### src/hw/rtl/bsa_pkg.sv
// ----------------------------------------------------------------------------
// bsa_pkg
// Shared widths, codes and control types for the bitmap slot allocator.
// ----------------------------------------------------------------------------
package bsa_pkg;

    localparam int STRIDE_W        = 4;
    localparam int BASE_W          = 27;
    localparam int ADDR_W          = 48;
    localparam int STATUS_W        = 3;
    localparam int COND_W          = 2;
    localparam int CNT_W           = 10;
    localparam int PAGE_W          = 9;
    localparam int PAGE_SHIFT      = 12;
    localparam int CHUNK_SHIFT     = 21;
    localparam int PAGES_PER_CHUNK = 512;
    localparam int MAX_STRIDE      = 9;
    localparam int CFG_IDX_W       = 1;
    localparam int CFG_DATA_W      = 27;

    localparam int DEF_MAX_SLOTS   = 512;
    localparam int DEF_WORD_BITS   = 64;

    localparam logic REQ_ALLOC = 1'b0;
    localparam logic REQ_FREE  = 1'b1;

    localparam logic [CFG_IDX_W-1:0] CFG_STRIDE = 1'b0;
    localparam logic [CFG_IDX_W-1:0] CFG_BASE   = 1'b1;

    typedef enum logic [COND_W-1:0] {
        MODE_EMPTY   = 2'd0,
        MODE_PARTIAL = 2'd1,
        MODE_FULL    = 2'd2
    } chunk_mode_t;

    typedef enum logic [STATUS_W-1:0] {
        STAT_OK        = 3'd0,
        STAT_FULL      = 3'd1,
        STAT_RANGE     = 3'd2,
        STAT_MISALIGN  = 3'd3,
        STAT_NOT_ALLOC = 3'd4
    } status_t;

    typedef enum logic [2:0] {
        S_IDLE,
        S_SCAN,
        S_SPLIT,
        S_FREE,
        S_OUT
    } ctrl_state_t;

    typedef struct packed {
        logic start_alloc;
        logic start_free;
        logic split_step;
        logic scan_eval;
        logic free_eval;
        logic load_out;
    } ctrl_cmd_t;

    typedef struct packed {
        logic pre_err;
        logic split_done;
        logic scan_done;
    } dp_status_t;

endpackage

### src/hw/rtl/bsa_bitmap_mem.sv
// ----------------------------------------------------------------------------
// bsa_bitmap_mem
// Bitmap word memory with registered read and per-word valid bits that
// clear the whole map at once.
// ----------------------------------------------------------------------------
module bsa_bitmap_mem #(
    parameter int DEPTH = 8,
    parameter int WIDTH = 64,
    parameter int AW    = 3
) (
    input  logic             aclk,
    input  logic             aresetn,
    input  logic             we,
    input  logic [AW-1:0]    waddr,
    input  logic [WIDTH-1:0] wdata,
    input  logic [AW-1:0]    raddr,
    input  logic             clear,
    output logic [WIDTH-1:0] rdata,
    output logic             rvalid
);

    logic [WIDTH-1:0] mem [DEPTH];
    logic [DEPTH-1:0] valid_reg;
    logic [WIDTH-1:0] rdata_reg;
    logic             rvalid_reg;

    always_ff @(posedge aclk) begin
        if (we) begin
            mem[waddr] <= wdata;
        end
        rdata_reg <= mem[raddr];
    end

    always_ff @(posedge aclk) begin
        if (!aresetn) begin
            valid_reg  <= '0;
            rvalid_reg <= 1'b0;
        end else begin
            if (clear) begin
                valid_reg <= '0;
            end else if (we) begin
                valid_reg[waddr] <= 1'b1;
            end
            rvalid_reg <= clear ? 1'b0 : valid_reg[raddr];
        end
    end

    assign rdata  = rdata_reg;
    assign rvalid = rvalid_reg;

endmodule

### src/hw/rtl/bsa_datapath.sv
// ----------------------------------------------------------------------------
// bsa_datapath
// Configuration registers, address checks, bitmap word scan, slot count,
// chunk mode and the result register.
// ----------------------------------------------------------------------------
module bsa_datapath #(
    parameter int MAX_SLOTS = bsa_pkg::DEF_MAX_SLOTS,
    parameter int WORD_BITS = bsa_pkg::DEF_WORD_BITS
) (
    input  logic                              aclk,
    input  logic                              aresetn,
    input  logic                              cfg_we,
    input  logic [bsa_pkg::CFG_IDX_W-1:0]     cfg_index,
    input  logic [bsa_pkg::CFG_DATA_W-1:0]    cfg_wdata,
    input  logic [bsa_pkg::ADDR_W-1:0]        s_free_addr,
    input  bsa_pkg::ctrl_cmd_t                cmd,
    output bsa_pkg::dp_status_t               status,
    output logic [bsa_pkg::ADDR_W-1:0]        m_slot_addr,
    output logic [bsa_pkg::STATUS_W-1:0]      m_status,
    output logic [bsa_pkg::COND_W-1:0]        m_chunk_condition,
    output logic [bsa_pkg::CNT_W-1:0]         m_used_slots,
    output logic                              m_released
);

    import bsa_pkg::*;

    localparam int NUM_WORDS = (MAX_SLOTS + WORD_BITS - 1) / WORD_BITS;
    localparam int WA_W      = (NUM_WORDS > 1) ? $clog2(NUM_WORDS) : 1;
    localparam int BP_W      = $clog2(WORD_BITS);
    localparam int SLOT_CAP  = (MAX_SLOTS < PAGES_PER_CHUNK) ? MAX_SLOTS : PAGES_PER_CHUNK;
    localparam int SB_W      = CNT_W + 1;
    localparam int SH_W      = SB_W + PAGE_W;

    logic [STRIDE_W-1:0]  stride_reg;
    logic [BASE_W-1:0]    base_reg;
    logic [WA_W-1:0]      word_reg, word_next;
    logic [SB_W-1:0]      word_base_reg, word_base_next;
    logic [PAGE_W-1:0]    rem_reg, rem_next;
    logic [CNT_W-1:0]     used_reg, used_next;
    chunk_mode_t          mode_reg, mode_next;
    logic [ADDR_W-1:0]    res_addr_reg, res_addr_next;
    status_t              res_status_reg, res_status_next;
    logic                 res_rel_reg, res_rel_next;
    logic [ADDR_W-1:0]    m_slot_addr_reg;
    logic [STATUS_W-1:0]  m_status_reg;
    logic [COND_W-1:0]    m_cond_reg;
    logic [CNT_W-1:0]     m_used_reg;
    logic                 m_rel_reg;

    logic [STRIDE_W-1:0]  eff_stride;
    logic [CNT_W-1:0]     pages_per;
    logic [CNT_W-1:0]     slots;
    logic [PAGE_W-1:0]    page;
    logic [PAGE_W-1:0]    low_mask;
    logic [PAGE_W-1:0]    free_idx;
    logic                 base_hit;
    logic                 misalign;
    logic                 idx_oob;
    status_t              pre_status;

    logic [WORD_BITS-1:0] rd_data;
    logic                 rd_valid;
    logic [WORD_BITS-1:0] word_data;
    logic [WORD_BITS-1:0] avail;
    logic [WORD_BITS-1:0] free_vec;
    logic                 found;
    logic [BP_W-1:0]      found_bit;
    logic                 last_word;
    logic [SB_W-1:0]      slot_idx;
    logic [SH_W-1:0]      slot_shift;
    logic [ADDR_W-1:0]    alloc_addr;
    logic [CNT_W-1:0]     used_inc;
    logic [CNT_W-1:0]     used_dec;
    logic [WORD_BITS-1:0] bit_mask;
    logic                 bit_set;
    logic                 split_done;
    logic                 mem_we;
    logic [WORD_BITS-1:0] mem_wdata;
    logic                 mem_clear;

    // configuration
    always_ff @(posedge aclk) begin
        if (!aresetn) begin
            stride_reg <= '0;
            base_reg   <= '0;
        end else if (cfg_we) begin
            unique case (cfg_index)
                CFG_STRIDE: stride_reg <= cfg_wdata[STRIDE_W-1:0];
                CFG_BASE:   base_reg   <= cfg_wdata[BASE_W-1:0];
            endcase
        end
    end

    assign eff_stride = (stride_reg > STRIDE_W'(MAX_STRIDE)) ? STRIDE_W'(MAX_STRIDE) : stride_reg;
    assign pages_per  = CNT_W'(PAGES_PER_CHUNK) >> eff_stride;
    assign slots      = (pages_per > CNT_W'(SLOT_CAP)) ? CNT_W'(SLOT_CAP) : pages_per;

    // free address checks
    assign page     = s_free_addr[CHUNK_SHIFT-1:PAGE_SHIFT];
    assign low_mask = (PAGE_W'(1) << eff_stride) - PAGE_W'(1);
    assign free_idx = page >> eff_stride;
    assign base_hit = (s_free_addr[ADDR_W-1:CHUNK_SHIFT] == base_reg);
    assign misalign = (|s_free_addr[PAGE_SHIFT-1:0]) || (|(page & low_mask));
    assign idx_oob  = ({1'b0, free_idx} >= slots);

    always_comb begin
        if (mode_reg == MODE_EMPTY) begin
            pre_status = STAT_NOT_ALLOC;
        end else if (!base_hit) begin
            pre_status = STAT_RANGE;
        end else if (misalign) begin
            pre_status = STAT_MISALIGN;
        end else if (idx_oob) begin
            pre_status = STAT_RANGE;
        end else begin
            pre_status = STAT_OK;
        end
    end

    // word scan
    always_comb begin
        word_data = rd_valid ? rd_data : '0;
        for (int b = 0; b < WORD_BITS; b++) begin
            avail[b] = (word_base_reg + SB_W'(b)) < SB_W'(slots);
        end
        free_vec  = ~word_data & avail;
        found     = |free_vec;
        found_bit = '0;
        for (int b = WORD_BITS - 1; b >= 0; b--) begin
            if (free_vec[b]) begin
                found_bit = BP_W'(b);
            end
        end
    end

    assign last_word  = (word_base_reg + SB_W'(WORD_BITS)) >= SB_W'(slots);
    assign slot_idx   = word_base_reg + SB_W'(found_bit);
    assign slot_shift = SH_W'(slot_idx) << eff_stride;
    assign alloc_addr = {base_reg, slot_shift[PAGE_W-1:0], {PAGE_SHIFT{1'b0}}};
    assign used_inc   = used_reg + CNT_W'(1);
    assign used_dec   = (used_reg != '0) ? used_reg - CNT_W'(1) : '0;

    assign bit_mask   = WORD_BITS'(1) << rem_reg[BP_W-1:0];
    assign bit_set    = |(word_data & bit_mask);
    assign split_done = ({1'b0, rem_reg} < (PAGE_W + 1)'(WORD_BITS));

    assign mem_we    = (cmd.scan_eval && found) || (cmd.free_eval && bit_set);
    assign mem_wdata = cmd.scan_eval ? (word_data | (WORD_BITS'(1) << found_bit))
                                     : (word_data & ~bit_mask);
    assign mem_clear = (cmd.start_alloc && (mode_reg == MODE_EMPTY))
                    || (cmd.free_eval && bit_set && (mode_reg != MODE_FULL)
                        && (used_dec == '0));

    always_comb begin
        word_next       = word_reg;
        word_base_next  = word_base_reg;
        rem_next        = rem_reg;
        used_next       = used_reg;
        mode_next       = mode_reg;
        res_addr_next   = res_addr_reg;
        res_status_next = res_status_reg;
        res_rel_next    = res_rel_reg;

        if (cmd.start_alloc) begin
            word_next      = '0;
            word_base_next = '0;
            if (mode_reg == MODE_EMPTY) begin
                used_next = '0;
                mode_next = MODE_PARTIAL;
            end
        end

        if (cmd.start_free) begin
            word_next       = '0;
            rem_next        = free_idx;
            res_status_next = pre_status;
            res_addr_next   = '0;
            res_rel_next    = 1'b0;
        end

        if (cmd.split_step) begin
            rem_next  = rem_reg - PAGE_W'(WORD_BITS);
            word_next = word_reg + WA_W'(1);
        end

        if (cmd.scan_eval) begin
            if (found) begin
                res_addr_next   = alloc_addr;
                res_status_next = STAT_OK;
                res_rel_next    = 1'b0;
                used_next       = used_inc;
                if (used_inc >= slots) begin
                    mode_next = MODE_FULL;
                end
            end else if (last_word) begin
                res_addr_next   = '0;
                res_status_next = STAT_FULL;
                res_rel_next    = 1'b0;
                mode_next       = MODE_FULL;
            end else begin
                word_next      = word_reg + WA_W'(1);
                word_base_next = word_base_reg + SB_W'(WORD_BITS);
            end
        end

        if (cmd.free_eval) begin
            res_addr_next = '0;
            res_rel_next  = 1'b0;
            if (bit_set) begin
                res_status_next = STAT_OK;
                used_next       = used_dec;
                if (mode_reg == MODE_FULL) begin
                    mode_next = MODE_PARTIAL;
                end else if (used_dec == '0) begin
                    mode_next    = MODE_EMPTY;
                    res_rel_next = 1'b1;
                end
            end else begin
                res_status_next = STAT_NOT_ALLOC;
            end
        end
    end

    always_ff @(posedge aclk) begin
        if (!aresetn) begin
            used_reg <= '0;
            mode_reg <= MODE_EMPTY;
        end else begin
            used_reg <= used_next;
            mode_reg <= mode_next;
        end
    end

    always_ff @(posedge aclk) begin
        word_reg       <= word_next;
        word_base_reg  <= word_base_next;
        rem_reg        <= rem_next;
        res_addr_reg   <= res_addr_next;
        res_status_reg <= res_status_next;
        res_rel_reg    <= res_rel_next;
        if (cmd.load_out) begin
            m_slot_addr_reg <= res_addr_reg;
            m_status_reg    <= res_status_reg;
            m_cond_reg      <= mode_reg;
            m_used_reg      <= used_reg;
            m_rel_reg       <= res_rel_reg;
        end
    end

    bsa_bitmap_mem #(
        .DEPTH (NUM_WORDS),
        .WIDTH (WORD_BITS),
        .AW    (WA_W)
    ) u_mem (
        .aclk    (aclk),
        .aresetn (aresetn),
        .we      (mem_we),
        .waddr   (word_reg),
        .wdata   (mem_wdata),
        .raddr   (word_next),
        .clear   (mem_clear),
        .rdata   (rd_data),
        .rvalid  (rd_valid)
    );

    assign status.pre_err    = (pre_status != STAT_OK);
    assign status.split_done = split_done;
    assign status.scan_done  = found || last_word;

    assign m_slot_addr       = m_slot_addr_reg;
    assign m_status          = m_status_reg;
    assign m_chunk_condition = m_cond_reg;
    assign m_used_slots      = m_used_reg;
    assign m_released        = m_rel_reg;

endmodule

### src/hw/rtl/bsa_ctrl.sv
// ----------------------------------------------------------------------------
// bsa_ctrl
// Request sequencer: alloc scan, free index split and check, result
// register hand-off.
// ----------------------------------------------------------------------------
module bsa_ctrl (
    input  logic                 aclk,
    input  logic                 aresetn,
    input  logic                 s_valid,
    input  logic                 s_req_type,
    output logic                 s_ready,
    output logic                 m_valid,
    input  logic                 m_ready,
    input  bsa_pkg::dp_status_t  status,
    output bsa_pkg::ctrl_cmd_t   cmd
);

    import bsa_pkg::*;

    ctrl_state_t state_reg, state_next;
    logic        m_valid_reg, m_valid_next;
    logic        accept;
    logic        out_free;

    assign accept   = s_valid && (state_reg == S_IDLE);
    assign out_free = !m_valid_reg || m_ready;

    always_comb begin
        state_next = state_reg;
        unique case (state_reg)
            S_IDLE: begin
                if (accept) begin
                    if (s_req_type == REQ_ALLOC) begin
                        state_next = S_SCAN;
                    end else if (status.pre_err) begin
                        state_next = S_OUT;
                    end else begin
                        state_next = S_SPLIT;
                    end
                end
            end
            S_SCAN: begin
                if (status.scan_done) begin
                    state_next = S_OUT;
                end
            end
            S_SPLIT: begin
                if (status.split_done) begin
                    state_next = S_FREE;
                end
            end
            S_FREE: begin
                state_next = S_OUT;
            end
            S_OUT: begin
                if (out_free) begin
                    state_next = S_IDLE;
                end
            end
            default: begin
                state_next = S_IDLE;
            end
        endcase
    end

    always_comb begin
        cmd.start_alloc = accept && (s_req_type == REQ_ALLOC);
        cmd.start_free  = accept && (s_req_type == REQ_FREE);
        cmd.split_step  = (state_reg == S_SPLIT) && !status.split_done;
        cmd.scan_eval   = (state_reg == S_SCAN);
        cmd.free_eval   = (state_reg == S_FREE);
        cmd.load_out    = (state_reg == S_OUT) && out_free;
        if (cmd.load_out) begin
            m_valid_next = 1'b1;
        end else if (m_ready) begin
            m_valid_next = 1'b0;
        end else begin
            m_valid_next = m_valid_reg;
        end
    end

    always_ff @(posedge aclk) begin
        if (!aresetn) begin
            state_reg   <= S_IDLE;
            m_valid_reg <= 1'b0;
        end else begin
            state_reg   <= state_next;
            m_valid_reg <= m_valid_next;
        end
    end

    assign s_ready = (state_reg == S_IDLE);
    assign m_valid = m_valid_reg;

endmodule

### src/hw/rtl/bitmap_slot_allocator_unit.sv
// ----------------------------------------------------------------------------
// bitmap_slot_allocator_unit
// Slot allocator for one 2 MB chunk, tracked by a bitmap of slot words.
//
// Input channel s_*: one transaction per request, s_req_type selects alloc
// or free, s_free_addr is the byte address to free. Result channel m_*:
// one transaction per request with slot address, status, chunk condition,
// used count and release flag. The cfg_* port writes stride_log2 (index 0)
// and chunk_base (index 1); the user must write them only while the block
// is idle, which the block does not enforce. An alloc scans bitmap words in
// order, one word per cycle from the bitmap memory port, at most
// ceil(MAX_SLOTS / WORD_BITS) words, until a free slot or the last word. A
// free whose address fails the checks goes straight to the result; else
// the word index split steps to the word of the index, then that bit is
// checked and cleared. The result goes valid in the same cycle as the next
// request can be taken. Reset clears the map valid bits, the used count and
// the chunk mode at once; no clearing pass is needed. When the receiver
// stalls, the result holds in the output register and the next request is
// taken and worked; its result waits until the output register is free.
// ----------------------------------------------------------------------------
module bitmap_slot_allocator_unit #(
    parameter int MAX_SLOTS = bsa_pkg::DEF_MAX_SLOTS,
    parameter int WORD_BITS = bsa_pkg::DEF_WORD_BITS
) (
    input  logic                           aclk,
    input  logic                           aresetn,
    input  logic                           cfg_we,
    input  logic [bsa_pkg::CFG_IDX_W-1:0]  cfg_index,
    input  logic [bsa_pkg::CFG_DATA_W-1:0] cfg_wdata,
    input  logic                           s_valid,
    output logic                           s_ready,
    input  logic                           s_req_type,
    input  logic [bsa_pkg::ADDR_W-1:0]     s_free_addr,
    output logic                           m_valid,
    input  logic                           m_ready,
    output logic [bsa_pkg::ADDR_W-1:0]     m_slot_addr,
    output logic [bsa_pkg::STATUS_W-1:0]   m_status,
    output logic [bsa_pkg::COND_W-1:0]     m_chunk_condition,
    output logic [bsa_pkg::CNT_W-1:0]      m_used_slots,
    output logic                           m_released
);

    import bsa_pkg::*;

    ctrl_cmd_t  cmd;
    dp_status_t dp_status;

    bsa_ctrl u_ctrl (
        .aclk       (aclk),
        .aresetn    (aresetn),
        .s_valid    (s_valid),
        .s_req_type (s_req_type),
        .s_ready    (s_ready),
        .m_valid    (m_valid),
        .m_ready    (m_ready),
        .status     (dp_status),
        .cmd        (cmd)
    );

    bsa_datapath #(
        .MAX_SLOTS (MAX_SLOTS),
        .WORD_BITS (WORD_BITS)
    ) u_datapath (
        .aclk              (aclk),
        .aresetn           (aresetn),
        .cfg_we            (cfg_we),
        .cfg_index         (cfg_index),
        .cfg_wdata         (cfg_wdata),
        .s_free_addr       (s_free_addr),
        .cmd               (cmd),
        .status            (dp_status),
        .m_slot_addr       (m_slot_addr),
        .m_status          (m_status),
        .m_chunk_condition (m_chunk_condition),
        .m_used_slots      (m_used_slots),
        .m_released        (m_released)
    );

endmodule
### config.mk
export PLATFORM = sky130hd
export DESIGN_NAME = bitmap_slot_allocator_unit
export DESIGN_NICKNAME = d
export VERILOG_FILES = /design/src/hw/rtl/bsa_pkg.sv /design/src/hw/rtl/bsa_bitmap_mem.sv /design/src/hw/rtl/bsa_datapath.sv /design/src/hw/rtl/bsa_ctrl.sv /design/src/hw/rtl/bitmap_slot_allocator_unit.sv
export SDC_FILE = /design/constraint.sdc
export NUM_CORES = 2
export LEC_CHECK = 0
export BUFFER_PORTS_ARGS = -buffer_cell sky130_fd_sc_hd__buf_2
export CORE_UTILIZATION = 60
export DETAILED_ROUTE_END_ITERATION = 12
export PLACE_DENSITY = 0.81
export SLEW_MARGIN = 20
export SYNTH_ARGS = -nofsm -noshare
export SYNTH_HDL_FRONTEND = slang
export SYNTH_HIERARCHICAL = 1
export SYNTH_SLANG_ARGS = --single-unit
### constraint.sdc
create_clock -name aclk -period 16.8 [get_ports aclk]
set_input_delay 1.68 -clock aclk [delete_from_list [all_inputs] [get_ports aclk]]
set_output_delay 1.68 -clock aclk [all_outputs]
set_load 0.02 [all_outputs]
==> impl_results.md <==
* Buf/Inv on CP at 4
* DP Area at 0.04999 sq mm
* Syn avg cell area at 11.28 sq um
* Leakage power at 19.77 nW
* CP Data Required Time at 17.31 ns
* Sequential area share after synthesis at 44.27%
* Fin area at 0.05283 sq mm
* Period utilisation layout at 57.12%
* Setup crit end kind: flip-flop
* Worst-path cell chain: o21ai_0 > nand2_1 > nand3_4 > buf_4 > ha_1 > o21ai_0 > nor2_1 > a221o_1 > nor4_1 > a41oi_1 > nand4_1 > nor3_1 > nand4b_1 > buf_4 > nor3_1 > nor2_1 > nand3_1 > o21ai_4 > buf_4 > buf_4 > mux4_2 > mux2_2
* Clk Latency, worst-skew pair at 0.66 ns
* Synth cell types at 113
* Vias in the first global route at 37,630
* RSZ-0062 raised after global routing: false
* CP arrival at 10.10 ns
* Int Power at 3.294 mW
* Yosys warns at 6
* Routability cong. at 1.093
* Yosys top cell area share at 36.80%
* DRT iter0 DRCs at 5,970
* Critical path launch point type: flip-flop
* Max-slew violations at 0
* Outcome: completed
* First-pass GRT wire length at 242,200 microns
* Die Height at 285.5 microns
* Syn Inst Count at 4,277
* HPWL Detailed at 109,000 microns
* Vias at 38,790
* All-Layer GR Usage at 39.96%
* Clk slew on worst S/H paths at 0.07 ns
* Max VDD drop at 0.1072 mV
* HP Class: flip-flop to flip-flop
* Final setup fails at 0
* Post-synthesis async set-or-reset flop share at 0%
* Routed len/inst at 30.29 microns
* Starting density of the core at 60.84%
* Antenna violation net count after detailed routing at 0
* CTS tree: built
* Seq cells post-synth at 771
* Post-synth top flop: edfxtp_1
* Grt ovf at 0
* Io pins at 148
* Reg2reg setup slack at 7.20 ns
* Nets@finish at 4,865
* Synth top area cells: edfxtp_1 37%, ha_1 11%, dfxtp_1 7.5%
* H-tree Lvls at 3
* Post-CTS Setup Repair Bufs at 0
* Total Neg Setup Slack at 0 ns
* Post-Syn Nets at 4,799
* Power share of the clock group at 42.1%
* Worst slew pin tran at 1.164 ns
* Drt pass-1 iters at 8
* PwrDens at 83.24 mW/mm^2
* Crit path top cell by count: buf_4
* Hold_buf cts at 0
* CP peak stage delay at 0.97 ns
* DRC errors left at 0
* Sw frac at 25.09%
* Clk_skew at 0.05875 ns
* Width of the die at 285.5 microns
* Sequential group share of total power at 48.0%
* Top cells by count, synth: 591 x edfxtp_1, 440 x ha_1, 319 x nand2_1, 300 x xnor2_1, 209 x nor2_1
* Count leader, synth: edfxtp_1
* Max Fanout on Critical Path at 71
* Yosys top cell by area: edfxtp_1
* CTS resizes at 0
* Min cycle time layout at 9.597 ns
* Mapped Area at 0.04822 sq mm
* Die ar. at 0.08151 sq mm
* Worst rel slew slack at 22.26%
* CTS buffer count at 75
* Largest net degree at the start of global routing at 96
* Min Hold Slack at 0.4236 ns
* Sink Count at 771
* Number of hold violations in the final report at 0
* Root buffer cell: clkbuf_16
* Max reg flops at 512
* Max clock buf depth at 3
* Routed WL at 165,500 microns
* Max_cap viols at 0
* Core area at 0.07926 sq mm
* Worst path slowest cell: buf_4
* P_sw at 1.103 mW
* Peak Freq at 104.2 MHz
* IO Port Bufs at 147
* DR vias/cell at 7.100
* Initial antenna violation count at 9
* Number of flops mapped to enable cells by yosys at 591
* Layout overhead on the synthesized area at 9.543%
* CP Class: flip-flop to flip-flop
* Placement Rows at 103
* Share of cells above drive strength 1 at 14.73%
* Gate power share at 10.0%
* CP top delay family: simple AND/OR/NAND/NOR gates
## per-layer routing
| layer | GRT usage (%) | routed length, microns |
|---|---|---|
| met5 | 0 | 14 |
| met4 | 21.74 | 10510 |
| met3 | 12.23 | 22560 |
| met2 | 60.49 | 72410 |
| met1 | 51.39 | 60000 |
## kinds of logic after synthesis
logic type,Yosys count,share of synthesized area (%)
adder cells (fa/ha/maj),441,11.44
XOR/XNOR,397,7.210
AO/OA/AOI/OAI,1013,14.43
AND/OR/NAND/NOR,1062,10.94
multiplexers,231,8.453
flip-flops,771,44.27
buffers and inverters,362,3.264
## power groups by stage
| stage | Combinational (mW) | Sequential [mW] | Clock, mW |
|---|---|---|---|
| global route | 0.460 | 2.11 | 1.94 |
| detailed placement | 0.414 | 2.15 | 0 |
| finish | 0.438 | 2.11 | 1.85 |
| floorplan | 0.262 | 2.13 | 0 |
| CTS | 0.419 | 2.11 | 1.87 |
| global placement | 0.407 | 2.14 | 0 |
## worst reg2reg max path: stages (launching register included)
cell	delay [ns]
dfxtp_1	0.79
o21ai_0	0.32
nand2_1	0.74
nand3_4	0.73
buf_4	0.58
ha_1	0.40
o21ai_0	0.31
nor2_1	0.10
a221o_1	0.32
nor4_1	0.67
a41oi_1	0.28
nand4_1	0.22
nor3_1	0.12
nand4b_1	0.12
buf_4	0.25
nor3_1	0.10
nor2_1	0.58
nand3_1	0.24
o21ai_4	0.10
buf_4	0.68
buf_4	1.05
mux4_2	0.51
mux2_2	0.29
## cell type report
class                      count  area [sq um]
fill                        5759         26430
timing repair buffer         232          1386
inverter                     119         446.7
sequential                   771         21370
multi-input combinational   3144         25510
clock inverter                45         703.2
tap                         1050          1314
antenna                        7         17.52
clock buffer                  95          2085
## through the flow
step	worst slack (ns)	total power, mW	util (%)	instances
6_report	7.203	4.397	66.65	5463
5_1_grt	6.697	4.508	66.63	5457
4_1_cts	7.453	4.392	66.59	5456
3_5_place_dp	7.497	2.560	63.07	5316
3_3_place_gp	7.690	2.551	63.07	5316
2_1_floorplan	3.945	2.397	-	4277
## layout by cell type (no fill, tap or decap), types with 30 or more instances in the layout
cell type  count
a31oi_1       31
a21o_1        69
inv_1        115
clkbuf_16     77
nor2b_1       42
mux2_2        70
edfxtp_1     591
mux4_2       134
a21oi_1      200
nand2_1      316
nor2_1       207
and3_1        34
buf_2        147
ha_1         439
o21a_1        32
nor3_1        66
xor2_1        97
nand3_1      140
and2_1        37
o211ai_1      93
a22o_1        30
nand2b_1      53
a211oi_1      37
buf_4         84
o21ai_0      194
a21boi_0      46
dfxtp_1      174
xnor2_1      300
a221oi_1      39
## final timing paths
kind / start / end / cells after the start
worst min register to register: u_datapath/res_addr_reg[8]$_SDFF_PP0_ / u_datapath/m_slot_addr[8]$_DFFE_PP_ / 0
worst min-delay path: u_datapath/res_addr_reg[8]$_SDFF_PP0_ / u_datapath/m_slot_addr[8]$_DFFE_PP_ / 0
worst max-delay path: u_datapath/stride_reg[3]$_SDFFE_PN0P_ / u_datapath/u_mem/rdata[40]$_DFF_P_ / 22
worst max register to register: u_datapath/stride_reg[3]$_SDFFE_PN0P_ / u_datapath/u_mem/rdata[40]$_DFF_P_ / 22
No activity file was read; power rests on OpenSTA's default activity.
